$ cat config.mk
export PLATFORM = sky130hd
export DESIGN_NAME = form_urlencoded_query_decoder
export DESIGN_NICKNAME = d
export VERILOG_FILES = /design/src/design/fuqd_pkg.sv /design/src/design/fuqd_front.sv /design/src/design/fuqd_queue.sv /design/src/design/fuqd_back.sv /design/src/design/form_urlencoded_query_decoder.sv
export SDC_FILE = /design/constraint.sdc
export NUM_CORES = 1
export LEC_CHECK = 0
export BUFFER_PORTS_ARGS = -buffer_cell sky130_fd_sc_hd__buf_2
export CORE_MARGIN = 2
export CORE_UTILIZATION = 40
export CTS_BUF_LIST = sky130_fd_sc_hd__clkbuf_4 sky130_fd_sc_hd__clkbuf_8
export DETAILED_ROUTE_END_ITERATION = 7
export MAX_ROUTING_LAYER = met4
export PLACE_DENSITY = 0.59
export SLEW_MARGIN = 10
export SYNTH_ARGS = -nofsm -noshare
export SYNTH_HDL_FRONTEND = slang
export SYNTH_SLANG_ARGS = --single-unit
$ cat constraint.sdc
create_clock -name clk_i -period 14.7 [get_ports clk_i]
set_input_delay 1.47 -clock clk_i [delete_from_list [all_inputs] [get_ports clk_i]]
set_output_delay 1.47 -clock clk_i [all_outputs]
set_load 0.005 [all_outputs]
$ cat src/design/fuqd_pkg.sv
package fuqd_pkg;

  // Characters that steer the decoder.
  localparam logic [7:0] CharPct   = 8'h25;
  localparam logic [7:0] CharAmp   = 8'h26;
  localparam logic [7:0] CharEq    = 8'h3D;
  localparam logic [7:0] CharPlus  = 8'h2B;
  localparam logic [7:0] CharSpace = 8'h20;

  // Largest number of result words that one input byte can cause.
  localparam int unsigned MaxRes = 5;
  localparam int unsigned CntW   = $clog2(MaxRes + 1);

  // Entries in the queue between front and back.
  localparam int unsigned QDepth = 2;
  localparam int unsigned QPtrW  = $clog2(QDepth);
  localparam int unsigned QCntW  = $clog2(QDepth + 1);

  typedef enum logic [1:0] {
    PART_NAME     = 2'd0,
    PART_VALUE    = 2'd1,
    PART_PAIR_END = 2'd2,
    PART_BODY_END = 2'd3
  } part_e;

  typedef struct packed {
    logic [7:0] in_byte;
    logic       body_last;
  } in_word_t;

  typedef struct packed {
    logic [7:0] out_byte;
    part_e      part;
    logic       had_equals;
    logic       run_last;
  } out_word_t;

  // All result words of one input byte, in order, in the low slots.
  typedef struct packed {
    logic [CntW-1:0]          count;
    out_word_t [MaxRes-1:0]   slot;
  } bundle_t;

  typedef struct packed {
    logic not_empty;
    logic full;
  } q_stat_t;

  // Returns {valid, value} for a hex digit of either case.
  function automatic logic [4:0] hex_decode(input logic [7:0] c);
    logic [7:0] v;
    v = 8'h00;
    if (c inside {[8'h30:8'h39]}) begin
      v = c - 8'h30;
      return {1'b1, v[3:0]};
    end else if (c inside {[8'h41:8'h46]}) begin
      v = c - 8'h37;
      return {1'b1, v[3:0]};
    end else if (c inside {[8'h61:8'h66]}) begin
      v = c - 8'h57;
      return {1'b1, v[3:0]};
    end
    return 5'b0_0000;
  endfunction

  function automatic out_word_t mk_word(input logic [7:0] b, input part_e p,
                                        input logic eq);
    out_word_t w;
    w.out_byte   = b;
    w.part       = p;
    w.had_equals = eq;
    w.run_last   = 1'b0;
    return w;
  endfunction

endpackage

$ cat src/design/fuqd_front.sv
module fuqd_front (
  input  logic               clk_i,
  input  logic               rst_ni,
  input  logic               accept_i,
  input  fuqd_pkg::in_word_t in_word_i,
  output logic               push_o,
  output fuqd_pkg::bundle_t  bundle_o
);

  logic       val_q, val_d;
  logic       open_q, open_d;
  logic [1:0] pcnt_q, pcnt_d;
  logic [7:0] pdig_q, pdig_d;

  logic [7:0]                    ch;
  logic [4:0]                    h;
  logic [4:0]                    hp;
  logic [fuqd_pkg::CntW-1:0]     n;
  fuqd_pkg::out_word_t [fuqd_pkg::MaxRes-1:0] slot;
  fuqd_pkg::part_e               cur;

  // Walks the byte through the decode rules and lays its results into slots.
  always_comb begin
    val_d  = val_q;
    open_d = open_q;
    pcnt_d = pcnt_q;
    pdig_d = pdig_q;
    n      = '0;
    slot   = '0;
    ch     = in_word_i.in_byte;
    h      = fuqd_pkg::hex_decode(ch);
    hp     = fuqd_pkg::hex_decode(pdig_q);
    cur    = val_q ? fuqd_pkg::PART_VALUE : fuqd_pkg::PART_NAME;

    if (in_word_i.in_byte == fuqd_pkg::CharAmp) begin
      if (pcnt_d != 2'd0) begin
        slot[n] = fuqd_pkg::mk_word(fuqd_pkg::CharPct, cur, 1'b0);
        n = n + 1'b1;
        if (pcnt_d >= 2'd2) begin
          slot[n] = fuqd_pkg::mk_word(pdig_d, cur, 1'b0);
          n = n + 1'b1;
        end
      end
      pcnt_d = 2'd0;
      pdig_d = 8'h00;
      if (open_d) begin
        slot[n] = fuqd_pkg::mk_word(8'h00, fuqd_pkg::PART_PAIR_END, val_d);
        n = n + 1'b1;
      end
      open_d = 1'b0;
      val_d  = 1'b0;
    end else if (in_word_i.in_byte == fuqd_pkg::CharEq && !val_d) begin
      if (pcnt_d != 2'd0) begin
        slot[n] = fuqd_pkg::mk_word(fuqd_pkg::CharPct, cur, 1'b0);
        n = n + 1'b1;
        if (pcnt_d >= 2'd2) begin
          slot[n] = fuqd_pkg::mk_word(pdig_d, cur, 1'b0);
          n = n + 1'b1;
        end
      end
      pcnt_d = 2'd0;
      pdig_d = 8'h00;
      val_d  = 1'b1;
      open_d = 1'b1;
    end else begin
      if (val_d && in_word_i.in_byte == fuqd_pkg::CharPlus) begin
        ch = fuqd_pkg::CharSpace;
      end
      h      = fuqd_pkg::hex_decode(ch);
      open_d = 1'b1;
      if (pcnt_d == 2'd0) begin
        if (ch == fuqd_pkg::CharPct) begin
          pcnt_d = 2'd1;
        end else begin
          slot[n] = fuqd_pkg::mk_word(ch, cur, 1'b0);
          n = n + 1'b1;
        end
      end else if (pcnt_d == 2'd1) begin
        if (h[4]) begin
          pdig_d = ch;
          pcnt_d = 2'd2;
        end else begin
          slot[n] = fuqd_pkg::mk_word(fuqd_pkg::CharPct, cur, 1'b0);
          n = n + 1'b1;
          pcnt_d = 2'd0;
          if (ch == fuqd_pkg::CharPct) begin
            pcnt_d = 2'd1;
          end else begin
            slot[n] = fuqd_pkg::mk_word(ch, cur, 1'b0);
            n = n + 1'b1;
          end
        end
      end else begin
        if (h[4]) begin
          slot[n] = fuqd_pkg::mk_word({hp[3:0], h[3:0]}, cur, 1'b0);
          n = n + 1'b1;
          pcnt_d = 2'd0;
          pdig_d = 8'h00;
        end else begin
          // A held percent and digit go out verbatim, then the byte is re-examined.
          slot[n] = fuqd_pkg::mk_word(fuqd_pkg::CharPct, cur, 1'b0);
          n = n + 1'b1;
          slot[n] = fuqd_pkg::mk_word(pdig_d, cur, 1'b0);
          n = n + 1'b1;
          pcnt_d = 2'd0;
          pdig_d = 8'h00;
          if (ch == fuqd_pkg::CharPct) begin
            pcnt_d = 2'd1;
          end else begin
            slot[n] = fuqd_pkg::mk_word(ch, cur, 1'b0);
            n = n + 1'b1;
          end
        end
      end
    end

    if (in_word_i.body_last) begin
      cur = val_d ? fuqd_pkg::PART_VALUE : fuqd_pkg::PART_NAME;
      if (pcnt_d != 2'd0) begin
        slot[n] = fuqd_pkg::mk_word(fuqd_pkg::CharPct, cur, 1'b0);
        n = n + 1'b1;
        if (pcnt_d >= 2'd2) begin
          slot[n] = fuqd_pkg::mk_word(pdig_d, cur, 1'b0);
          n = n + 1'b1;
        end
      end
      if (open_d) begin
        slot[n] = fuqd_pkg::mk_word(8'h00, fuqd_pkg::PART_PAIR_END, val_d);
        n = n + 1'b1;
      end
      slot[n] = fuqd_pkg::mk_word(8'h00, fuqd_pkg::PART_BODY_END, 1'b0);
      n = n + 1'b1;
      val_d  = 1'b0;
      open_d = 1'b0;
      pcnt_d = 2'd0;
      pdig_d = 8'h00;
    end
  end

  assign bundle_o.count = n;
  assign bundle_o.slot  = slot;
  assign push_o         = accept_i && (n != '0);

  always_ff @(posedge clk_i or negedge rst_ni) begin
    if (!rst_ni) begin
      val_q  <= 1'b0;
      open_q <= 1'b0;
      pcnt_q <= 2'd0;
      pdig_q <= 8'h00;
    end else if (accept_i) begin
      val_q  <= val_d;
      open_q <= open_d;
      pcnt_q <= pcnt_d;
      pdig_q <= pdig_d;
    end
  end

  // An escape never holds more than a percent and one digit.
  a_pcnt_range: assert property (@(posedge clk_i) disable iff (!rst_ni)
    pcnt_q != 2'd3)
    else $error("pending escape count out of range");

endmodule

$ cat src/design/fuqd_queue.sv
module fuqd_queue (
  input  logic               clk_i,
  input  logic               rst_ni,
  input  logic               push_i,
  input  fuqd_pkg::bundle_t  bundle_i,
  input  logic               pop_i,
  output fuqd_pkg::bundle_t  head_o,
  output fuqd_pkg::q_stat_t  stat_o
);

  fuqd_pkg::bundle_t                  mem_q [fuqd_pkg::QDepth];
  logic [fuqd_pkg::QPtrW-1:0]         wr_ptr_q, wr_ptr_d;
  logic [fuqd_pkg::QPtrW-1:0]         rd_ptr_q, rd_ptr_d;
  logic [fuqd_pkg::QCntW-1:0]         cnt_q, cnt_d;

  assign stat_o.full      = (cnt_q == fuqd_pkg::QCntW'(fuqd_pkg::QDepth));
  assign stat_o.not_empty = (cnt_q != '0);
  assign head_o           = mem_q[rd_ptr_q];

  always_comb begin
    wr_ptr_d = wr_ptr_q;
    rd_ptr_d = rd_ptr_q;
    cnt_d    = cnt_q;
    if (push_i) begin
      wr_ptr_d = (wr_ptr_q == fuqd_pkg::QPtrW'(fuqd_pkg::QDepth - 1)) ? '0 : wr_ptr_q + 1'b1;
    end
    if (pop_i) begin
      rd_ptr_d = (rd_ptr_q == fuqd_pkg::QPtrW'(fuqd_pkg::QDepth - 1)) ? '0 : rd_ptr_q + 1'b1;
    end
    if (push_i && !pop_i) begin
      cnt_d = cnt_q + 1'b1;
    end else if (pop_i && !push_i) begin
      cnt_d = cnt_q - 1'b1;
    end
  end

  always_ff @(posedge clk_i or negedge rst_ni) begin
    if (!rst_ni) begin
      wr_ptr_q <= '0;
      rd_ptr_q <= '0;
      cnt_q    <= '0;
    end else begin
      wr_ptr_q <= wr_ptr_d;
      rd_ptr_q <= rd_ptr_d;
      cnt_q    <= cnt_d;
    end
  end

  always_ff @(posedge clk_i) begin
    if (push_i) begin
      mem_q[wr_ptr_q] <= bundle_i;
    end
  end

  a_no_overflow: assert property (@(posedge clk_i) disable iff (!rst_ni)
    push_i |-> !stat_o.full)
    else $error("push into a full queue");

  a_no_underflow: assert property (@(posedge clk_i) disable iff (!rst_ni)
    pop_i |-> stat_o.not_empty)
    else $error("pop from an empty queue");

endmodule

$ cat src/design/fuqd_back.sv
module fuqd_back (
  input  logic                clk_i,
  input  logic                rst_ni,
  input  fuqd_pkg::bundle_t   head_i,
  input  fuqd_pkg::q_stat_t   stat_i,
  output logic                pop_o,
  output logic                out_valid_o,
  input  logic                out_stall_i,
  output fuqd_pkg::out_word_t out_word_o
);

  logic [fuqd_pkg::CntW-1:0] idx_q, idx_d;
  logic                      oval_q, oval_d;
  fuqd_pkg::out_word_t       out_q, out_d;
  logic                      load;
  logic                      at_end;

  assign load   = stat_i.not_empty && (!oval_q || !out_stall_i);
  assign at_end = (idx_q == head_i.count - 1'b1);
  assign pop_o  = load && at_end;

  always_comb begin
    idx_d  = idx_q;
    out_d  = out_q;
    oval_d = oval_q && out_stall_i;
    if (load) begin
      out_d          = head_i.slot[idx_q];
      out_d.run_last = at_end;
      oval_d         = 1'b1;
      idx_d          = at_end ? '0 : idx_q + 1'b1;
    end
  end

  always_ff @(posedge clk_i or negedge rst_ni) begin
    if (!rst_ni) begin
      idx_q  <= '0;
      oval_q <= 1'b0;
    end else begin
      idx_q  <= idx_d;
      oval_q <= oval_d;
    end
  end

  always_ff @(posedge clk_i) begin
    out_q <= out_d;
  end

  assign out_valid_o = oval_q;
  assign out_word_o  = out_q;

  a_body_end_last: assert property (@(posedge clk_i) disable iff (!rst_ni)
    oval_q && out_q.part == fuqd_pkg::PART_BODY_END |-> out_q.run_last)
    else $error("end of body is not the last word of its byte");

  a_marker_zero: assert property (@(posedge clk_i) disable iff (!rst_ni)
    oval_q && (out_q.part == fuqd_pkg::PART_PAIR_END ||
               out_q.part == fuqd_pkg::PART_BODY_END) |-> out_q.out_byte == 8'h00)
    else $error("marker word carries a nonzero byte");

endmodule

$ cat src/design/form_urlencoded_query_decoder.sv
// Decoder for a form-urlencoded query or fragment body, one raw byte per input word. It
// splits pairs on '&' and each segment on its first '=', turns '+' into a space in values,
// decodes %XX escapes and passes malformed or cut-short escapes through verbatim; each
// non-empty segment closes with an end-of-pair word and the last byte adds an end-of-body
// word. A front stage decodes each byte combinationally into a bundle of zero to five result
// words, which waits in a two-entry queue; a back stage hands the words out one per cycle
// through a registered output unless it stalls. A byte is taken every cycle as long
// as bytes yield one result word on average and the output does not stall, since the back
// stage emits at most one word per cycle; a byte that yields several words holds the back
// stage until all are out, and the input stalls only once the queue fills. The first result
// word of an accepted byte passes through the queue and then the output register. Bytes that
// yield no words (a percent sign, a held hex digit, the first equals sign, an ampersand that
// closes an empty segment) never enter the queue. No clearing pass is needed after reset.
module form_urlencoded_query_decoder (
  input  logic                clk_i,
  input  logic                rst_ni,
  input  logic                in_valid_i,
  output logic                in_stall_o,
  input  fuqd_pkg::in_word_t  in_word_i,
  output logic                out_valid_o,
  input  logic                out_stall_i,
  output fuqd_pkg::out_word_t out_word_o
);

  logic              accept;
  logic              push;
  logic              pop;
  fuqd_pkg::bundle_t bundle;
  fuqd_pkg::bundle_t head;
  fuqd_pkg::q_stat_t stat;

  // The input stalls only while the queue is full; the word count of the byte does not matter.
  assign in_stall_o = stat.full;
  assign accept     = in_valid_i && !stat.full;

  // Front: decode state and bundling of the result words of one byte.
  fuqd_front u_front (
    .clk_i     (clk_i),
    .rst_ni    (rst_ni),
    .accept_i  (accept),
    .in_word_i (in_word_i),
    .push_o    (push),
    .bundle_o  (bundle)
  );

  // Queue of bundles between the two sides.
  fuqd_queue u_queue (
    .clk_i    (clk_i),
    .rst_ni   (rst_ni),
    .push_i   (push),
    .bundle_i (bundle),
    .pop_i    (pop),
    .head_o   (head),
    .stat_o   (stat)
  );

  // Back: emits one result word per cycle while the output is not stalled and marks the last word of each byte.
  fuqd_back u_back (
    .clk_i       (clk_i),
    .rst_ni      (rst_ni),
    .head_i      (head),
    .stat_i      (stat),
    .pop_o       (pop),
    .out_valid_o (out_valid_o),
    .out_stall_i (out_stall_i),
    .out_word_o  (out_word_o)
  );

endmodule

==> impl_results.md, run 1 <==
- Hold_buf cts: 0
- Reg2Reg Depth: 22
- Initial Util: 40.68%
- Post-CTS setup buffers: 0
- Syn avg cell area: 12.35 sq um
- Worst-Skew Late Latency: ~440 ps
- Kind of end point of the critical path: flop
- DR vias: approximately 5,400
- Top cells by area in the synthesized netlist: edfxtp_1 51%, dfrtp_1 6.6%, mux4_2 6.5%, a21oi_1 2.6%, nand2_1 2.5%
- Setup TNS: 0 ps
- Max-slew headroom: between 30% and 40%
- Min Tclk post-route: 8326 ps
- Vias in the first global route: ~5,200
- Max-Cap Viols: 0
- CP arrival: 8390 ps
- Routability-driven placement congestion ratio: between 0.9 and 1
- Critical R2R Launch: u_front.val_q
- Most used DFF post-synth: edfxtp_1
- Gate count after technology mapping: ~620
- Register area share after synthesis: 57.10%
- Slack of the worst reg-to-reg path: between 7000 and 8000 ps
- Clock Tree Root: clkbuf_8
- Residual DRC count: 0
- Initial antenna violation count: 0
- Vias per cell: around 6
- Top cells by count, synth: 128 x edfxtp_1, 51 x nand2_1, 48 x nor2_1
- Chip width: between 100 and 150 um
- TritonCTS clock tree: done
- ANT nets after route: 0
- Layout Nets: 680
- Period utilization: between 50% and 60%
- Port bufs: 26
- Post-synth EDFFs: around 130
- Reg-to-Reg End: u_queue.mem_q[1][50]
- Hold Crit Class: reg -> reg
- Most common cell in the netlist: edfxtp_1
- Share of cells above drive strength 1: 18.32%
- Largest net degree at the start of global routing: between 50 and 60
- Clk pin slew, worst setup/hold paths: approximately 80 ps
- CP Class: in -> reg
- Total gr overflow: 0
- Slew Limit Fails: 0
- Syn. warnings: 0
- Row cnt: 50
- Die outline height: around 140 um
- Synthesis-to-finish area growth: 10.62%
- DRT Pass-1 Iters: 6
- Share of the synthesized area in the top cell type: between 50% and 60%
- Setup-failing EPs final: 0
- DR WL/cell: 22.24 um
- First-pass GRT wire length: between 30 and 40 mm
- Ant. Diodes: 0
- RSZ-0062 raised after global routing: false
- Worst setup margin: roughly 6400 ps
- Ys async rst share: between 10% and 20%
- WP data required: between 10,000 and 15,000 ps
- DP HPWL: 14.07 mm
- Clock skew: 16.19 ps
- CP max FO: 58
- Mapped Area: around 7600 sq um
- Hold path startpoint: u_back.out_valid_o
- Worst Tran Pin Value: between 900 and 1000 ps
- Cell variety after synth: 71
- Post-CTS Resized: 0
- Die Area: between 20,000 and 25,000 sq um
- Clock sinks: 148
- Synth area leader: edfxtp_1
- Max Freq: between 100 and 150 MHz
- Status: completed
- Pleak: between 0.002 and 0.003 uW
- Global-route usage over all layers: roughly a fifth
- Critical Path Source Type: primary input
- Synth Register Bits: approximately 150
- Worst VDD drop: ~0.081 mV
- PwrDens: around 150 nW/um^2
- Hold endpoint: u_back.out_valid_o
- Placement Setup Slack: about 6100 ps
- Num ports: 27
- DRT iter0 DRCs: between 500 and 600
- DRT Wirelength: approximately 20 mm
- Worst hold path depth: 2
- Hold Slack: slightly above 500 ps
- Num CTS Buffers: 17
- Worst-case clock buffer depth: 2
- Core Region: roughly 19,000 sq um
- Final Hold Viols: 0
- H-tree levels: 4
- Final core occ: approximately 45%
==> placed cells by master, fill, tap and decap left out, drive strengths merged, types with 13 or more instances in the layout <==
cell type	Yosys	final
edfxtp	128	128
nand2	51	51
nor2	49	49
a21oi	41	41
buf	5	37
o21ai	24	24
nor3	23	23
mux4	22	22
inv	19	21
dfrtp	20	20
clkbuf	31	20
conb	1	18
ha	14	14
mux2	13	13
a221oi	13	13
==> cells by family after synthesis <==
group	share of synthesized area, %
other	0.04929
adders and majority gates	2.302
muxes	9.620
xor gates and xnor gates	2.187
buffers and inverters	2.828
and+or+nand+nor	12.33
DFF	57.10
AOI/OAI and AO/OA	13.58
==> flip-flops by register name (all words and copies together) (netlist names) <==
signal and cells:
u_queue.rd_ptr_q 1, u_front.val_q 1, u_back.out_word_o 12, u_front.open_q 1, u_queue.mem_q 116, u_back.idx_q 3, u_queue.wr_ptr_q 1, u_front.pcnt_q 2
u_front.pdig_q 8, u_queue.cnt_q 2, u_back.out_valid_o 1
==> critical path, cell delays in order <==
cell and delay (ps):
buf_2 190, or3b_1 400, nor4_1 450, a21boi_1 350
ha_1 380, and3_1 230, nor3_1 620, a21oi_1 110
xnor2_1 510, ha_1 380, nor3_1 190, a21oi_1 130
o31ai_4 140, inv_2 160, ha_1 300, nand3_1 130
nand2_1 60, a221oi_1 310, o311a_1 380, mux2i_1 440
o311ai_2 240, nor2_4 140, buf_4 630
==> layer usage <==
layer | wire [um] | share of wire [%] | up-vias | GRT usage, %
met5 | 0 | 0 | - | -
met4 | 640 | 3.2 | 0 | 9.000
met3 | 1120 | 5.6 | 40 | 3.712
met2 | 9077 | 45 | 214 | 31.20
met1 | 9175 | 46 | 2688 | 29.20
li1 | - | - | 2432 | -
==> worst max path at each step <==
stage	startpoint	end	slack (ps)	depth (start not counted)
after floorplan	in_word_i[6]	u_queue.mem_q[0][10]	5500	24
after CTS	in_word_i[6]	u_queue.mem_q[1][50]	6540	23
after global placement	in_word_i[7]	u_queue.mem_q[0][54]	6420	23
final	in_word_i[6]	u_queue.mem_q[1][50]	6370	23
after global routing	in_word_i[6]	u_queue.mem_q[1][14]	5900	23
after detailed placement	in_word_i[6]	u_queue.mem_q[1][54]	6120	23
==> per-stage QoR <==
step                cells  area (sq um)  total power, uW
CTS                   900          8417             1299
global route          900          8417             1356
global placement      868          8054             1002
detailed placement    868          8054             1012
floorplan             633          7672            902.5
finish                900          8417             1283
==> report_power, final <==
group          switching [uW]  internal [uW]  total (uW)
Combinational             208            161         369
Sequential               40.8            586         626
Clock                     149            139         288
==> cell type report <==
class / instances / area, sq um
clock buffer: 20 / 256.5
clock inverter: 12 / 106.4
fill: 1688 / 10290
inverter: 20 / 75.07
multi-input combinational: 429 / 3128
sequential: 148 / 4345
tap: 234 / 292.8
timing repair buffer: 37 / 212.7
Power figures use the tool's default switching activity.
==> run 2, diff against run 1 <==
==> constraint.sdc (replaced) <==
create_clock -name clk_i -period 8.5 [get_ports clk_i]
set_input_delay 0.85 -clock clk_i [delete_from_list [all_inputs] [get_ports clk_i]]
set_output_delay 0.85 -clock clk_i [all_outputs]
set_load 0.005 [all_outputs]
==> impl_results.md, run 2 (synthesis gave the netlist of run 1 again) <==
- Largest register FFs: 116 (unchanged)
- CP max stage delay: 590 ps (was 630 ps)
- Clock sinks: 148 (unchanged)
- Hold_buf cts: 0 (unchanged)
- Ant. Diodes: 0 (unchanged)
- Clock skew: 14.72 ps (was 16.19 ps)
- Worst-case clock buffer depth: 2 (unchanged)
- Final non-filler cell total: 902 (was 900)
- CP arrival: 7570 ps (was 8390 ps)
- Port bufs: 26 (unchanged)
- Core Region: 18,710 sq um (unchanged)
- H-tree levels: 4 (unchanged)
- Routability-driven placement congestion ratio: 0.9220 (was 0.9490)
- First-pass GRT wire length: 30.79 mm (was 30.80 mm)
- DRT iter0 DRCs: 601 (was 553)
- Worst-Skew Late Latency: 440 ps (about the same)
- FILL cells: 1,674 (was 1,688)
- Critical Path Start: in_word_i[6] (unchanged)
- Chip width: 141.9 um (unchanged)
- Critical Path Source Type: primary input (unchanged)
- Largest net degree at the start of global routing: 59 (unchanged)
- Worst VDD drop: 0.1324 mV (was 0.08104 mV)
- Total gr overflow: 0 (unchanged)
- PwrDens: 264.7 nW/um^2 (was 152.4 nW/um^2)
- Min Tclk post-route: 7212 ps
- Most used cell, CP: ha_1 (unchanged)
- TritonCTS clock tree: done (unchanged)
- Post-CTS setup buffers: 0 (unchanged)
- Critical R2R Launch: u_front.val_q (unchanged)
- Max Freq: approximately 140 MHz
- Initial Util: 40.68% (unchanged)
- CP endpoint: u_queue.cnt_q[1] (was u_queue.mem_q[1][50])
- Layout Nets: 682 (was 680)
- CP Class: in -> reg (unchanged)
- Residual DRC count: 0 (unchanged)
- RSZ-0062 raised after global routing: false (unchanged)
- Row cnt: 50 (unchanged)
- Status: completed (unchanged)
- WP data required: 8860 ps (was 14,760 ps)
- Top reg by flops: u_queue.mem_q (unchanged)
- Commonest non-fill, non-tap cell in the layout: edfxtp_1 (unchanged)
- Setup-failing EPs final: 0 (unchanged)
- Clock Tree Root: clkbuf_8 (unchanged)
- Max-Cap Viols: 0 (unchanged)
- Slew Limit Fails: 0 (unchanged)
- CP Depth: 27 (was 23)
- Reg2Reg Depth: 26 (was 22)
- DRT Pass-1 Iters: 5 (was 6)
- Crit path max-delay family: simple AND/OR/NAND/NOR gates (unchanged)
- Clk pin slew, worst setup/hold paths: 90 ps (was 80 ps)
- Vias in the first global route: 5,202 (was 5,203)
- Share of cells above drive strength 1: 18.86% (was 18.32%)
- Pleak: 0.003021 uW (was 0.002994 uW)
- Placed insts: 870 (was 868)
- Slack of the worst reg-to-reg path: 1530 ps (was 7250 ps)
- Hold Slack: 357.7 ps (was 517.9 ps)
- Worst Tran Pin Value: 892.0 ps (was 945.3 ps)
- Reg-to-Reg End: u_queue.cnt_q[1] (was u_queue.mem_q[1][50])
- Vias per cell: 5.958 (was 5.971)
- Initial antenna violation count: 0 (unchanged)
- Num CTS Buffers: 17 (unchanged)
- Num ports: 27 (unchanged)
- Final Hold Viols: 0 (unchanged)
- ANT nets after route: 0 (unchanged)
- Commonest non-fill, non-tap cells in the layout: 128 x edfxtp_1, 51 x nand2_1, 46 x nor2_1, 39 x a21oi_1, 26 x buf_2 (unchanged)
- CP max FO: 9 (was 58)
- Sum of buffers and inverters on the critical path: 5 (was 3)
- Sequential Area: 4345 sq um (unchanged)
- Kind of end point of the critical path: flop (unchanged)
- Max-slew headroom: 40.32% (was 36.98%)
- DR WL/cell: 21.83 um (was 22.24 um)
- Multi-input logic area: 3128 sq um (unchanged)
- DR vias: 5,374 (unchanged)
- Global-route usage over all layers: 21.15% (was 21.22%)
- DRT Wirelength: 19.69 mm (was 20.01 mm)
- Die Area: 20,140 sq um (unchanged)
- Period utilization: between 80% and 90%
- Post-CTS Resized: 0 (unchanged)
- Hold Crit Class: in -> async (was reg -> reg)
- Die outline height: 141.9 um (unchanged)
- DP HPWL: 13.97 mm (was 14.07 mm)
- Slowest CP cell: o311ai_2 (was buf_4)
- Synthesis-to-finish area growth: 11.41% (was 10.62%)
==> run 2: cell type report <==
cell class	count	area share [%]
flip-flops and latches	148	51.26
multi-input cells	429	36.90
well taps	234	3.454
repair buffers	39	2.982
clock buffers	17	2.760
clock inverters	15	1.756
inverters	20	0.8856
==> run 2: worst min path at each step <==
stage / from / to / slack [ps] / depth (start not counted)
6_report: rst_ni / u_front.pdig_q[5] / 360 / 1
3_5_place_dp: u_back.out_valid_o / u_back.out_valid_o / 500 / 2
4_1_cts: rst_ni / u_front.pdig_q[5] / 350 / 1
2_1_floorplan: u_queue.wr_ptr_q / u_queue.wr_ptr_q / 470 / 1
5_1_grt: rst_ni / u_front.pdig_q[5] / 360 / 1
3_3_place_gp: u_back.out_valid_o / u_back.out_valid_o / 480 / 2
==> run 2: worst register-to-register path, cell delays in order (launching register included) <==
cell and delay, ps:
dfrtp_1 640, nand2_1 130, nor4_1 340, a21boi_1 310, ha_1 380, nor2b_1 160
nor3b_1 480, a21oi_4 190, nor4_2 390, nor2_4 100, inv_2 140, ha_1 280
nor3_1 200, a21oi_1 110, o31ai_4 140, inv_2 150, ha_1 360, a21oi_1 340
inv_1 110, ha_1 300, mux2_2 320, o311ai_2 590, inv_1 110, ha_1 230
xor2_1 140, nor2_1 120, xor2_1 150
==> run 2: stage by stage <==
stage | setup TNS, ps | instance area, sq um | setup WS (ps) | total power [uW] | util (%)
after global routing | 0 | 8477 | 833.6 | 2380 | 45.32
after detailed placement | 0 | 8094 | 988.2 | 1754 | 43.27
after global placement | 0 | 8094 | 1147 | 1740 | 43.27
after floorplan | -9825 | 7672 | -84.70 | 1561 | -
after CTS | 0 | 8477 | 1425 | 2274 | 45.32
final | 0 | 8477 | 1288 | 2244 | 45.32
==> run 2: layer usage <==
| layer | wire [um] | up-vias | global-route usage, % |
|---|---|---|---|
| li1 | - | 2444 | - |
| met5 | 0 | - | - |
| met3 | 1310 | 30 | 4.016 |
| met4 | 415 | 0 | 6.684 |
| met1 | 9124 | 2670 | 30.33 |
| met2 | 8837 | 230 | 30.61 |
==> run 2: power by group <==
| part | switching (uW) | leakage, uW | internal [uW] |
|---|---|---|---|
| logic | 359 | 0.00137 | 287 |
| clock network | 280 | 0.000183 | 239 |
| registers | 69.3 | 0.00147 | 1010 |
| total | 708 | 0.00302 | 1540 |
